File: config.mk
export PLATFORM = sky130hd
export DESIGN_NAME = pwm_frame_receiver
export DESIGN_NICKNAME = d
export VERILOG_FILES = /design/src/hdl/pfr_pkg.sv /design/src/hdl/pfr_ram.sv /design/src/hdl/pfr_front.sv /design/src/hdl/pfr_queue.sv /design/src/hdl/pfr_back.sv /design/src/hdl/pwm_frame_receiver.sv
export SDC_FILE = /design/constraint.sdc
export NUM_CORES = 1
export LEC_CHECK = 0
export BUFFER_PORTS_ARGS = -buffer_cell sky130_fd_sc_hd__buf_2
export CAP_MARGIN = 10
export CORE_UTILIZATION = 50
export DETAILED_ROUTE_END_ITERATION = 7
export PLACE_DENSITY = 0.63
export SLEW_MARGIN = 20
export SYNTH_ARGS = -nofsm -noshare
export SYNTH_HDL_FRONTEND = slang
export SYNTH_HIERARCHICAL = 1
export SYNTH_SLANG_ARGS = --single-unit
File: constraint.sdc
create_clock -name clk -period 4.7 [get_ports clk]
set_clock_uncertainty 0.05 [all_clocks]
set_input_delay 0.94 -clock clk [delete_from_list [all_inputs] [get_ports clk]]
set_output_delay 0.94 -clock clk [all_outputs]
set_load 0.005 [all_outputs]
File: src/hdl/pfr_pkg.sv
`timescale 1ns / 1ps
// ----------------------------------------------------------------------------
// pfr_pkg
// Shared constants and types of the PWM frame receiver.
// ----------------------------------------------------------------------------
package pfr_pkg;

	localparam int unsigned CHANNELS_DEF = 14;
	localparam int unsigned BYTE_W       = 8;
	localparam int unsigned DUTY_W       = 16;
	localparam int unsigned CHAN_W       = 4;

	localparam logic [BYTE_W-1:0] HEADER_RESET = 8'hA5;

	// One checked frame waiting for the back end: buffer bank and LED level.
	typedef struct packed {
		logic bank;
		logic led;
	} pfr_job_t;

	// Queue status as seen by the front and back ends.
	typedef struct packed {
		logic     full;
		logic     not_empty;
		pfr_job_t head;
	} pfr_qstat_t;

	typedef enum logic [1:0] {
		BK_IDLE,
		BK_LO,
		BK_HI,
		BK_OUT
	} pfr_bk_state_t;

endpackage

File: src/hdl/pfr_ram.sv
`timescale 1ns / 1ps
// ----------------------------------------------------------------------------
// pfr_ram
// Generic single-write, single-read RAM with a registered read port.
// ----------------------------------------------------------------------------
module pfr_ram #(
	parameter int unsigned WIDTH = 8,
	parameter int unsigned DEPTH = 64
) (
	input  logic                     clk,
	input  logic                     we,
	input  logic [$clog2(DEPTH)-1:0] waddr,
	input  logic [WIDTH-1:0]         wdata,
	input  logic [$clog2(DEPTH)-1:0] raddr,
	output logic [WIDTH-1:0]         rdata
);

	logic [WIDTH-1:0] mem_q [DEPTH];
	logic [WIDTH-1:0] rdata_q;

	always_ff @(posedge clk) begin
		if (we) begin
			mem_q[waddr] <= wdata;
		end
		rdata_q <= mem_q[raddr];
	end

	assign rdata = rdata_q;

endmodule

File: src/hdl/pfr_front.sv
`timescale 1ns / 1ps
// ----------------------------------------------------------------------------
// pfr_front
// Header hunt, payload capture into the current buffer bank and checksum test.
// ----------------------------------------------------------------------------
module pfr_front #(
	parameter int unsigned CHANNELS = pfr_pkg::CHANNELS_DEF
) (
	input  logic                                   clk,
	input  logic                                   arst_n,
	input  logic                                   cfg_wr_en,
	input  logic [pfr_pkg::BYTE_W-1:0]             cfg_wr_data,
	input  logic                                   in_valid,
	output logic                                   in_stall,
	input  logic [pfr_pkg::BYTE_W-1:0]             rx_byte,
	input  pfr_pkg::pfr_qstat_t                    qstat,
	output logic                                   q_push,
	output pfr_pkg::pfr_job_t                      q_job,
	output logic                                   ram_we,
	output logic [$clog2(2*CHANNELS):0]            ram_waddr,
	output logic [pfr_pkg::BYTE_W-1:0]             ram_wdata
);

	localparam int unsigned POS_W = $clog2(2*CHANNELS+2);
	localparam int unsigned IDX_W = $clog2(2*CHANNELS);
	localparam logic [POS_W-1:0] PAY_LEN = POS_W'(2*CHANNELS);

	logic [pfr_pkg::BYTE_W-1:0] header_q;
	logic [POS_W-1:0]           pos_q;
	logic [POS_W-1:0]           pos_m1;
	logic [pfr_pkg::BYTE_W-1:0] sum_q;
	logic                       led_q;
	logic                       wbank_q;
	logic                       accept;
	logic                       hunting;
	logic                       is_payload;
	logic                       good;

	// Once a frame has started, both banks may still be draining; wait then.
	assign in_stall   = (pos_q != '0) && qstat.full;
	assign accept     = in_valid && !in_stall;
	assign hunting    = (pos_q == '0);
	assign is_payload = !hunting && (pos_q <= PAY_LEN);
	assign good       = (rx_byte == sum_q);
	assign pos_m1     = pos_q - POS_W'(1);

	assign ram_we    = accept && is_payload;
	assign ram_waddr = {wbank_q, pos_m1[IDX_W-1:0]};
	assign ram_wdata = rx_byte;

	assign q_push    = accept && !hunting && !is_payload && good;
	assign q_job     = '{bank: wbank_q, led: led_q};

	always_ff @(posedge clk or negedge arst_n) begin
		if (!arst_n) begin
			header_q <= pfr_pkg::HEADER_RESET;
		end else if (cfg_wr_en) begin
			header_q <= cfg_wr_data;
		end
	end

	always_ff @(posedge clk or negedge arst_n) begin
		if (!arst_n) begin
			pos_q   <= '0;
			sum_q   <= '0;
			led_q   <= 1'b0;
			wbank_q <= 1'b0;
		end else if (accept) begin
			priority if (hunting) begin
				if (rx_byte == header_q) begin
					pos_q <= POS_W'(1);
				end
			end else if (is_payload) begin
				sum_q <= sum_q + rx_byte;
				pos_q <= pos_q + POS_W'(1);
			end else begin
				pos_q <= '0;
				sum_q <= '0;
				if (good) begin
					led_q   <= ~led_q;
					wbank_q <= ~wbank_q;
				end
			end
		end
	end

endmodule

File: src/hdl/pfr_queue.sv
`timescale 1ns / 1ps
// ----------------------------------------------------------------------------
// pfr_queue
// Two-entry queue of checked frames between the front and back ends.
// ----------------------------------------------------------------------------
module pfr_queue (
	input  logic                clk,
	input  logic                arst_n,
	input  logic                push,
	input  pfr_pkg::pfr_job_t   job,
	input  logic                pop,
	output pfr_pkg::pfr_qstat_t qstat
);

	pfr_pkg::pfr_job_t ent_q [2];
	logic              wp_q;
	logic              rp_q;
	logic [1:0]        cnt_q;
	logic              do_push;
	logic              do_pop;

	// Each entry holds a whole buffer bank, so two entries cover both banks.
	assign do_push = push && (cnt_q != 2'd2);
	assign do_pop  = pop && (cnt_q != 2'd0);

	assign qstat.full      = (cnt_q == 2'd2);
	assign qstat.not_empty = (cnt_q != 2'd0);
	assign qstat.head      = ent_q[rp_q];

	always_ff @(posedge clk) begin
		if (do_push) begin
			ent_q[wp_q] <= job;
		end
	end

	always_ff @(posedge clk or negedge arst_n) begin
		if (!arst_n) begin
			wp_q  <= 1'b0;
			rp_q  <= 1'b0;
			cnt_q <= 2'd0;
		end else begin
			if (do_push) begin
				wp_q <= ~wp_q;
			end
			if (do_pop) begin
				rp_q <= ~rp_q;
			end
			if (do_push && !do_pop) begin
				cnt_q <= cnt_q + 2'd1;
			end else if (do_pop && !do_push) begin
				cnt_q <= cnt_q - 2'd1;
			end
		end
	end

endmodule

File: src/hdl/pfr_back.sv
`timescale 1ns / 1ps
// ----------------------------------------------------------------------------
// pfr_back
// Reads a checked frame back from its bank and issues one beat per channel.
// ----------------------------------------------------------------------------
module pfr_back #(
	parameter int unsigned CHANNELS = pfr_pkg::CHANNELS_DEF
) (
	input  logic                               clk,
	input  logic                               arst_n,
	input  pfr_pkg::pfr_qstat_t                qstat,
	output logic                               q_pop,
	output logic [$clog2(2*CHANNELS):0]        ram_raddr,
	input  logic [pfr_pkg::BYTE_W-1:0]         ram_rdata,
	output logic                               out_valid,
	input  logic                               out_stall,
	output logic [pfr_pkg::CHAN_W-1:0]         channel,
	output logic [pfr_pkg::DUTY_W-1:0]         duty,
	output logic                               led_level,
	output logic                               last
);

	localparam int unsigned IDX_W = $clog2(2*CHANNELS);
	localparam int unsigned CH_W  = (CHANNELS > 1) ? $clog2(CHANNELS) : 1;
	localparam logic [CH_W-1:0] CH_LAST = CH_W'(CHANNELS - 1);

	pfr_pkg::pfr_bk_state_t state_q;
	pfr_pkg::pfr_bk_state_t state_d;

	logic [CH_W-1:0]                ch_q;
	logic [pfr_pkg::BYTE_W-1:0]     lo_q;
	logic [IDX_W-1:0]               lo_idx;
	logic                           ch_last;
	logic                           load;
	logic                           out_valid_q;
	logic [pfr_pkg::CHAN_W-1:0]     channel_q;
	logic [pfr_pkg::DUTY_W-1:0]     duty_q;
	logic                           led_q;
	logic                           last_q;

	assign lo_idx  = IDX_W'({ch_q, 1'b0});
	assign ch_last = (ch_q == CH_LAST);

	// Next state.
	always_comb begin
		state_d = state_q;
		unique case (state_q)
			pfr_pkg::BK_IDLE: begin
				if (qstat.not_empty) begin
					state_d = pfr_pkg::BK_LO;
				end
			end
			pfr_pkg::BK_LO: state_d = pfr_pkg::BK_HI;
			pfr_pkg::BK_HI: state_d = pfr_pkg::BK_OUT;
			pfr_pkg::BK_OUT: begin
				if (!out_valid_q || !out_stall) begin
					state_d = ch_last ? pfr_pkg::BK_IDLE : pfr_pkg::BK_LO;
				end
			end
			default: state_d = pfr_pkg::BK_IDLE;
		endcase
	end

	// Outputs of the sequencer. In the output state the high byte address is
	// held so that the read data stays put while the output register is full.
	always_comb begin
		ram_raddr = {qstat.head.bank, lo_idx};
		load      = 1'b0;
		q_pop     = 1'b0;
		unique case (state_q)
			pfr_pkg::BK_IDLE: begin
			end
			pfr_pkg::BK_LO: begin
			end
			pfr_pkg::BK_HI: ram_raddr = {qstat.head.bank, lo_idx | IDX_W'(1)};
			pfr_pkg::BK_OUT: begin
				ram_raddr = {qstat.head.bank, lo_idx | IDX_W'(1)};
				load      = !out_valid_q || !out_stall;
				q_pop     = load && ch_last;
			end
			default: begin
			end
		endcase
	end

	always_ff @(posedge clk or negedge arst_n) begin
		if (!arst_n) begin
			state_q     <= pfr_pkg::BK_IDLE;
			ch_q        <= '0;
			out_valid_q <= 1'b0;
		end else begin
			state_q <= state_d;
			if (state_q == pfr_pkg::BK_IDLE) begin
				ch_q <= '0;
			end else if (load && !ch_last) begin
				ch_q <= ch_q + CH_W'(1);
			end
			if (load) begin
				out_valid_q <= 1'b1;
			end else if (!out_stall) begin
				out_valid_q <= 1'b0;
			end
		end
	end

	always_ff @(posedge clk) begin
		if (state_q == pfr_pkg::BK_HI) begin
			lo_q <= ram_rdata;
		end
		if (load) begin
			channel_q <= pfr_pkg::CHAN_W'(ch_q);
			duty_q    <= {ram_rdata, lo_q};
			led_q     <= qstat.head.led;
			last_q    <= ch_last;
		end
	end

	assign out_valid = out_valid_q;
	assign channel   = channel_q;
	assign duty      = duty_q;
	assign led_level = led_q;
	assign last      = last_q;

endmodule

File: src/hdl/pwm_frame_receiver.sv
`timescale 1ns / 1ps
// ----------------------------------------------------------------------------
// pwm_frame_receiver
// Header-synchronised PWM frame receiver with an additive checksum.
// ----------------------------------------------------------------------------
// Received bytes are taken at one per cycle while in_stall is low. A frame
// is the header byte, 2*CHANNELS payload bytes (low byte of each duty value
// first) and a byte that must equal the payload sum modulo 256. Payload is
// written into one of two buffer banks; a good frame is queued and the back
// end then issues one beat per channel in ascending order, with last set on
// the final one. Each result beat is read in steps set by the single read
// port of the buffer RAM (low byte, high byte, output load), and the back
// end passes through its idle state to pick up each queued frame. The input
// stalls inside a frame only while both banks still hold frames that have
// not been fully delivered. The LED level carried with a frame is the toggle
// state before it; a bad checksum emits nothing.
// ----------------------------------------------------------------------------
module pwm_frame_receiver #(
	parameter int unsigned CHANNELS = pfr_pkg::CHANNELS_DEF
) (
	input  logic                           clk,
	input  logic                           arst_n,
	input  logic                           cfg_wr_en,
	input  logic [pfr_pkg::BYTE_W-1:0]     cfg_wr_data,
	input  logic                           in_valid,
	output logic                           in_stall,
	input  logic [pfr_pkg::BYTE_W-1:0]     rx_byte,
	output logic                           out_valid,
	input  logic                           out_stall,
	output logic [pfr_pkg::CHAN_W-1:0]     channel,
	output logic [pfr_pkg::DUTY_W-1:0]     duty,
	output logic                           led_level,
	output logic                           last
);

	localparam int unsigned ADDR_W = $clog2(2*CHANNELS) + 1;

	pfr_pkg::pfr_qstat_t        qstat;
	pfr_pkg::pfr_job_t          q_job;
	logic                       q_push;
	logic                       q_pop;
	logic                       ram_we;
	logic [ADDR_W-1:0]          ram_waddr;
	logic [pfr_pkg::BYTE_W-1:0] ram_wdata;
	logic [ADDR_W-1:0]          ram_raddr;
	logic [pfr_pkg::BYTE_W-1:0] ram_rdata;

	pfr_front #(.CHANNELS(CHANNELS)) u_front (
		.clk        (clk),
		.arst_n     (arst_n),
		.cfg_wr_en  (cfg_wr_en),
		.cfg_wr_data(cfg_wr_data),
		.in_valid   (in_valid),
		.in_stall   (in_stall),
		.rx_byte    (rx_byte),
		.qstat      (qstat),
		.q_push     (q_push),
		.q_job      (q_job),
		.ram_we     (ram_we),
		.ram_waddr  (ram_waddr),
		.ram_wdata  (ram_wdata)
	);

	pfr_queue u_queue (
		.clk   (clk),
		.arst_n(arst_n),
		.push  (q_push),
		.job   (q_job),
		.pop   (q_pop),
		.qstat (qstat)
	);

	pfr_ram #(
		.WIDTH(pfr_pkg::BYTE_W),
		.DEPTH(2**ADDR_W)
	) u_ram (
		.clk  (clk),
		.we   (ram_we),
		.waddr(ram_waddr),
		.wdata(ram_wdata),
		.raddr(ram_raddr),
		.rdata(ram_rdata)
	);

	pfr_back #(.CHANNELS(CHANNELS)) u_back (
		.clk      (clk),
		.arst_n   (arst_n),
		.qstat    (qstat),
		.q_pop    (q_pop),
		.ram_raddr(ram_raddr),
		.ram_rdata(ram_rdata),
		.out_valid(out_valid),
		.out_stall(out_stall),
		.channel  (channel),
		.duty     (duty),
		.led_level(led_level),
		.last     (last)
	);

	// A checked frame must never be offered to a full queue.
	a_no_overflow: assert property (@(posedge clk) disable iff (!arst_n)
		q_push |-> !qstat.full)
		else $error("frame queue overflow");

	// Payload must never land in the bank that the back end is reading.
	a_bank_apart: assert property (@(posedge clk) disable iff (!arst_n)
		(ram_we && qstat.not_empty) |-> (ram_waddr[ADDR_W-1] != qstat.head.bank))
		else $error("payload written into a bank still being drained");

	// Retiring a frame coincides with loading its final beat.
	a_pop_last: assert property (@(posedge clk) disable iff (!arst_n)
		q_pop |=> (out_valid && last))
		else $error("frame retired without its last beat");

endmodule

== Yosys cells after proc, flatten, opt, wreduce, memory -nomap -nowiden ==
Memory sizes are Yosys's and may differ from the RTL's. A register that Yosys moved wholly into a read port is not among the register bits.
Cells that the tools add are included.
Storage, ports and cells
  logic and storage cells: 97
  memory bits (writable): 516
  register bits: 64
  memories kept: 2
Cells by class
  bitwise operators: 6
  add/subtract/negate cells: 6
  reduce and logical (&&, ||, !) cells: 33
  order comparisons: 1
  mux-type cells: 21
  equal/unequal tests: 12
Memories
  u_ram.mem_q: words 64, bits a word 8, read ports 1, clocked after memory_dff 1, wr ports 1, line pfr_ram.sv:18  | logic [WIDTH-1:0] mem_q [DEPTH];
  u_queue.ent_q: words 2, bits a word 2, read ports 1, clocked after memory_dff 0, wr ports 1, line pfr_queue.sv:15  | pfr_pkg::pfr_job_t ent_q [2];
Operators by type and width (number)
  $eq 8x8->1: 2
  $mux 5: 3
  $logic_and 1x1->1: 13
  $mux 1: 10
  $add 8x8->8: 1
  $logic_not 1->1: 8
  $mux 2: 4
  $mux 4: 2
  $mux 8: 1
  $pmux 2 s4: 1
  $eq 2x2->1 const B: 3
  $ne 2x2->1 const B: 3
  $not 1->1: 6
  $reduce_and 2->1: 3
  $reduce_bool 2->1: 3
  $add 5x1->5 const B: 1
  $le 5x5->1 const B: 1
  $logic_not 5->1: 1
  $reduce_bool 5->1: 1
  $sub 5x1->5 const B: 1
  $add 4x1->4 const B: 1
  $eq 4x4->1 const B: 1
  $ne 2x1->1 const B: 2
  $reduce_and 4->1: 1
  other kinds (6): 6

== Depth between registers and ports, before layout ==
  depth in word-level cells: 12
  mapped depth: 12
  mapped depth without buffers: 11

== Hierarchy ==
Netlist, hierarchy kept.
By module, submodules not included
  pfr_ram: sequential area each 15534.9 µm², area each 20166.8 µm², instances 1, cells an instance 940
  pfr_front: sequential area each 580.6 µm², area each 1586.5 µm², instances 1, cells an instance 157
  pfr_back: sequential area each 1076.0 µm², area each 1352.5 µm², instances 1, cells an instance 76
  pfr_queue: sequential area each 220.2 µm², area each 350.3 µm², instances 1, cells an instance 25

== Worst setup path after synthesis ==
No wires, ideal clock.
  path type: input to register
  from: input in_valid
  to: memory u_ram.mem_q[62][0], enable pin
  arrival time: 2.655 ns
  setup slack: 1.624 ns
  data required time: 4.280 ns
  buffers on the path: 1
  stages: 7
  cells stage by stage: nand2b_1 > or2_1 > buf_2 > nor2_1 > nor2b_1 > nand3_1 > nor2_1
Between the ends
  cells in the longest elaborated chain, start to end: 4
Ends and longest elaborated chain
  start, declared: line pwm_frame_receiver.sv:25  | input logic in_valid,
  $logic_and 1x1->1: line pfr_front.sv:41  | assign accept = in_valid && !in_stall;
  $logic_and 1x1->1: line pfr_front.sv:47  | assign ram_we = accept && is_payload;
  named net ram_we: line pwm_frame_receiver.sv:42  | logic ram_we;
  $mux 1: line pfr_ram.sv:22  | if (we) begin
  $mux 1 (implied by the code): line pfr_ram.sv:23  | mem_q[waddr] <= wdata;
  end, declared: line pfr_ram.sv:18
The timed path passes the listed nets, and every way through them passes these cells.

== Worst setup path after layout ==
  from: register u_front.pos_q[0]
  to: memory u_ram.mem_q[44][0], enable pin
RTL lines
  start, declared: line pfr_front.sv:29  | logic [POS_W-1:0] pos_q;
  start signal, assigned: line pfr_front.sv:75  | pos_q <= pos_q + POS_W'(1);
  $sub 5x1->5: line pfr_front.sv:45  | assign pos_m1 = pos_q - POS_W'(1);
  named net ram_waddr[0]: line pwm_frame_receiver.sv:43  | logic [ADDR_W-1:0] ram_waddr;
The timed path passes the listed nets, and every way through them passes these cells.

==> impl_metrics.yaml <==
die:
  num_rows: 78
  coreArea_sq_um: 45900
  boundaryPins: 45
  fp.dieArea_sq_um: 47800
  initial_core_util: 0.511
  die_h_microns: 219
  dieWidth_microns: 219
synthesis:
  synth_fp_nets: 1236
  synthTopCellsByCount: "edfxtp_1 (546), mux4_2 (126), nor2_1 (93)"
  ys_seq_area_frac: 0.742
  yosys_register_bits: 588
  ys_types: 70
  ys.flop_type: "edfxtp_1"
  netlist_area_sq_um: 23500
  synth_edf_count: 546
  post_synth_main_area_contributors: "edfxtp_1 (70%), mux4_2 (12%), dfrtp_1 (3.2%)"
  post-synth-top-count-cell: "edfxtp_1"
  yosysTopAreaCell: "edfxtp_1"
  yosys.area.top_type_share: 0.699
  synthCells: 1198
  synthArstFlopShare: 0.0578
  synth_warnings: 6
  syn_avg_cell_area_sq_um: 19.6
critical_path:
  reg2reg_slack_ns: 0.94
  cp_slowest_cell: "nor2_1"
  cp-start-kind: "flop"
  cp.arrival_ns: 3.94
  cp_common_cell: "nor2_1"
  max_stage_delay_ns: 0.81
  path_buf_inv: 1
  crit_type: "reg2reg"
  r2r_start: "u_front/pos_q[0]"
  critPathRequiredTime_ns: 4.88
  critPathCaptureType: "flop"
  reg2reg_to: "u_ram/mem_q[44][0]"
  ff2ff_path_depth: 8
  crit_cells: 8
  critPathTopFamily: "simple AND/OR/NAND/NOR gates"
  crit_chain: "inv_1 -> ha_1 -> nor4b_4 -> or2_1 -> nor2_1 -> nor2b_1 -> nand2_1 -> nor2_1"
  crit_fanout: 11
timing:
  worst_pin_slew_ns: 1.18
  tns_ns: 0
  relSlewSlack: 0.207
  setup_viol: 0
  fin_crit_ns: 3.76
  rsz0062_at_grt: "no"
  period_share: 0.800
  drv_slew: 0
  hold_viol_final: 0
  fmax_ghz: 0.266
global_route:
  grt_pass1_vias: 11600
  grt_pass1_wl_microns: 76800
  grtUsageTotal: 0.224
  grt_max_degree: 70
  antenna_found_initial: 2
  grt.overflow.total: 0
clocking:
  cts_resized: 0
  tritoncts: "built"
  post_cts_buffers: 0
  clk_pin_slew_worst_paths_ns: 0.06
  cts_hold_buffers: 0
  clock_path_buffers: 3
  cts_buffers: 57
  cts.sinks: 588
  root_buffer: "clkbuf_16"
  htreeDepth: 2
  clk_latency_ns: 0.60
place:
  hpwl_microns: 31400
  dp.cells: 1820
  gp_congestion: 0.822
  port_buffers: 44
hold_path:
  min_path_type: "reg2reg"
  hold-path-cell-count: 0
  holdPathEnd: "u_back/duty[7]"
  min_from: "u_back/lo_q[7]"
route:
  vias: 11500
  drc: 0
  avgViaCountPerCell: 5.99
  ant_nets: 0
  wl_microns: 51600
  drt_iter0_markers: 1108
  firstDrtPassIters: 5
  wl_per_cell_microns: 26.8
finish:
  fin_nets: 1317
  final_cell_count_no_fill: 1925
  postLayoutCoreUtil: 0.572
  diodes: 0
  area_growth_pct: 11.8
  drive_gt1_frac: 0.262
power_and_ir_drop:
  p_switching_w: 0.00289
  clkPwrFrac: 0.374
  seqPwrFrac: 0.514
  p_per_area_nw_per_um2: 454
  combPwrFrac: 0.112
  peakVddDrop_mv: 0.319
  p_int_w: 0.00902
  p_leak_nw: 8.29
  p_sw_frac: 0.243
run_status:
  outcome: "complete, no violations"
run:
  maxCapViolations: 0
metal layers:
layer,vias to the layer above,routed length (microns),global-route usage
met5,-,18,0
met4,4,1030,0.0536
met3,70,4050,0.0519
met2,382,24400,0.344
met1,6046,22100,0.325
li1,5023,-,-
sequential cells by signal, summed over array words and instances (netlist names), 5 cells and up:
register and cells:
u_front/sum_q 8, u_back/lo_q 8, u_front/pos_q 5, u_back/duty 16, u_front/header_q 8, u_ram/mem_q 512
u_ram/rdata 8
kinds of logic after synthesis:
| kind of cell | share of synthesized area |
|---|---|
| AOI/OAI and AO/OA | 0.0332 |
| xor gates and xnor gates | 0.00859 |
| DFF | 0.742 |
| buffers and inverters | 0.0211 |
| muxes | 0.143 |
| and+or+nand+nor | 0.0419 |
| adders and majority gates | 0.00939 |
stage by stage:
| step | worst slack (ns) | hold slack (ns) | area [sq um] | total power, W |
|---|---|---|---|---|
| finish | 0.941 | 0.369 | 26200 | 0.0119 |
| global route | 0.725 | 0.373 | 26200 | 0.0123 |
| CTS | 0.976 | 0.370 | 26200 | 0.0120 |
| detailed placement | 0.819 | 0.356 | 24400 | 0.00757 |
| global placement | 0.924 | 0.352 | 24400 | 0.00754 |
| floorplan | 1.62 | 0.350 | 23500 | 0.00710 |
area by class of cell:
type	instances	area (sq um)
Tap cell	600	751
Multi-Input combinational cell	526	5550
Clock buffer	77	1580
Clock inverter	28	245
Timing Repair Buffer	93	626
Fill cell	3418	19600
Sequential cell	588	17400
Inverter	13	48.8
power groups by stage:
stage          combinational (W)  sequential, W  clock, W
4_1_cts                  0.00134        0.00612   0.00455
3_5_place_dp             0.00134        0.00623         0
2_1_floorplan           0.000931        0.00617         0
3_3_place_gp             0.00131        0.00623         0
5_1_grt                  0.00145        0.00615   0.00474
6_report                 0.00134        0.00612   0.00445
worst max-delay path by stage:
stage | start | end | slack (ns)
6_report | u_front/pos_q[0] | u_ram/mem_q[44][0] | 0.94
3_5_place_dp | in_valid | u_ram/mem_q[44][6] | 0.82
2_1_floorplan | in_valid | u_ram/mem_q[62][0] | 1.62
3_3_place_gp | in_valid | u_ram/mem_q[40][1] | 0.92
4_1_cts | u_front/pos_q[0] | u_ram/mem_q[62][3] | 0.98
5_1_grt | u_front/pos_q[0] | u_ram/mem_q[56][3] | 0.73
placed cells by master (no fill, tap or decap), types with 8 or more instances in the layout:
cell type and n:
edfxtp_1 546, mux4_2 126, a21oi_1 9, nand2_1 32, a211oi_1 10, nand3_1 20
o22ai_1 8, clkbuf_16 58, dfrtp_1 27, nor3_1 12, ha_1 16, inv_1 12
o21ai_0 12, nor2_1 93, clkbuf_1 13, o221ai_1 8, mux2i_1 23, xnor2_1 17
nor2b_1 14, clkinv_1 8, nand2b_1 10, buf_2 44, mux2_2 25, dfxtp_1 8
clkinv_2 14, buf_4 46
(Power assumes the default switching activity.)
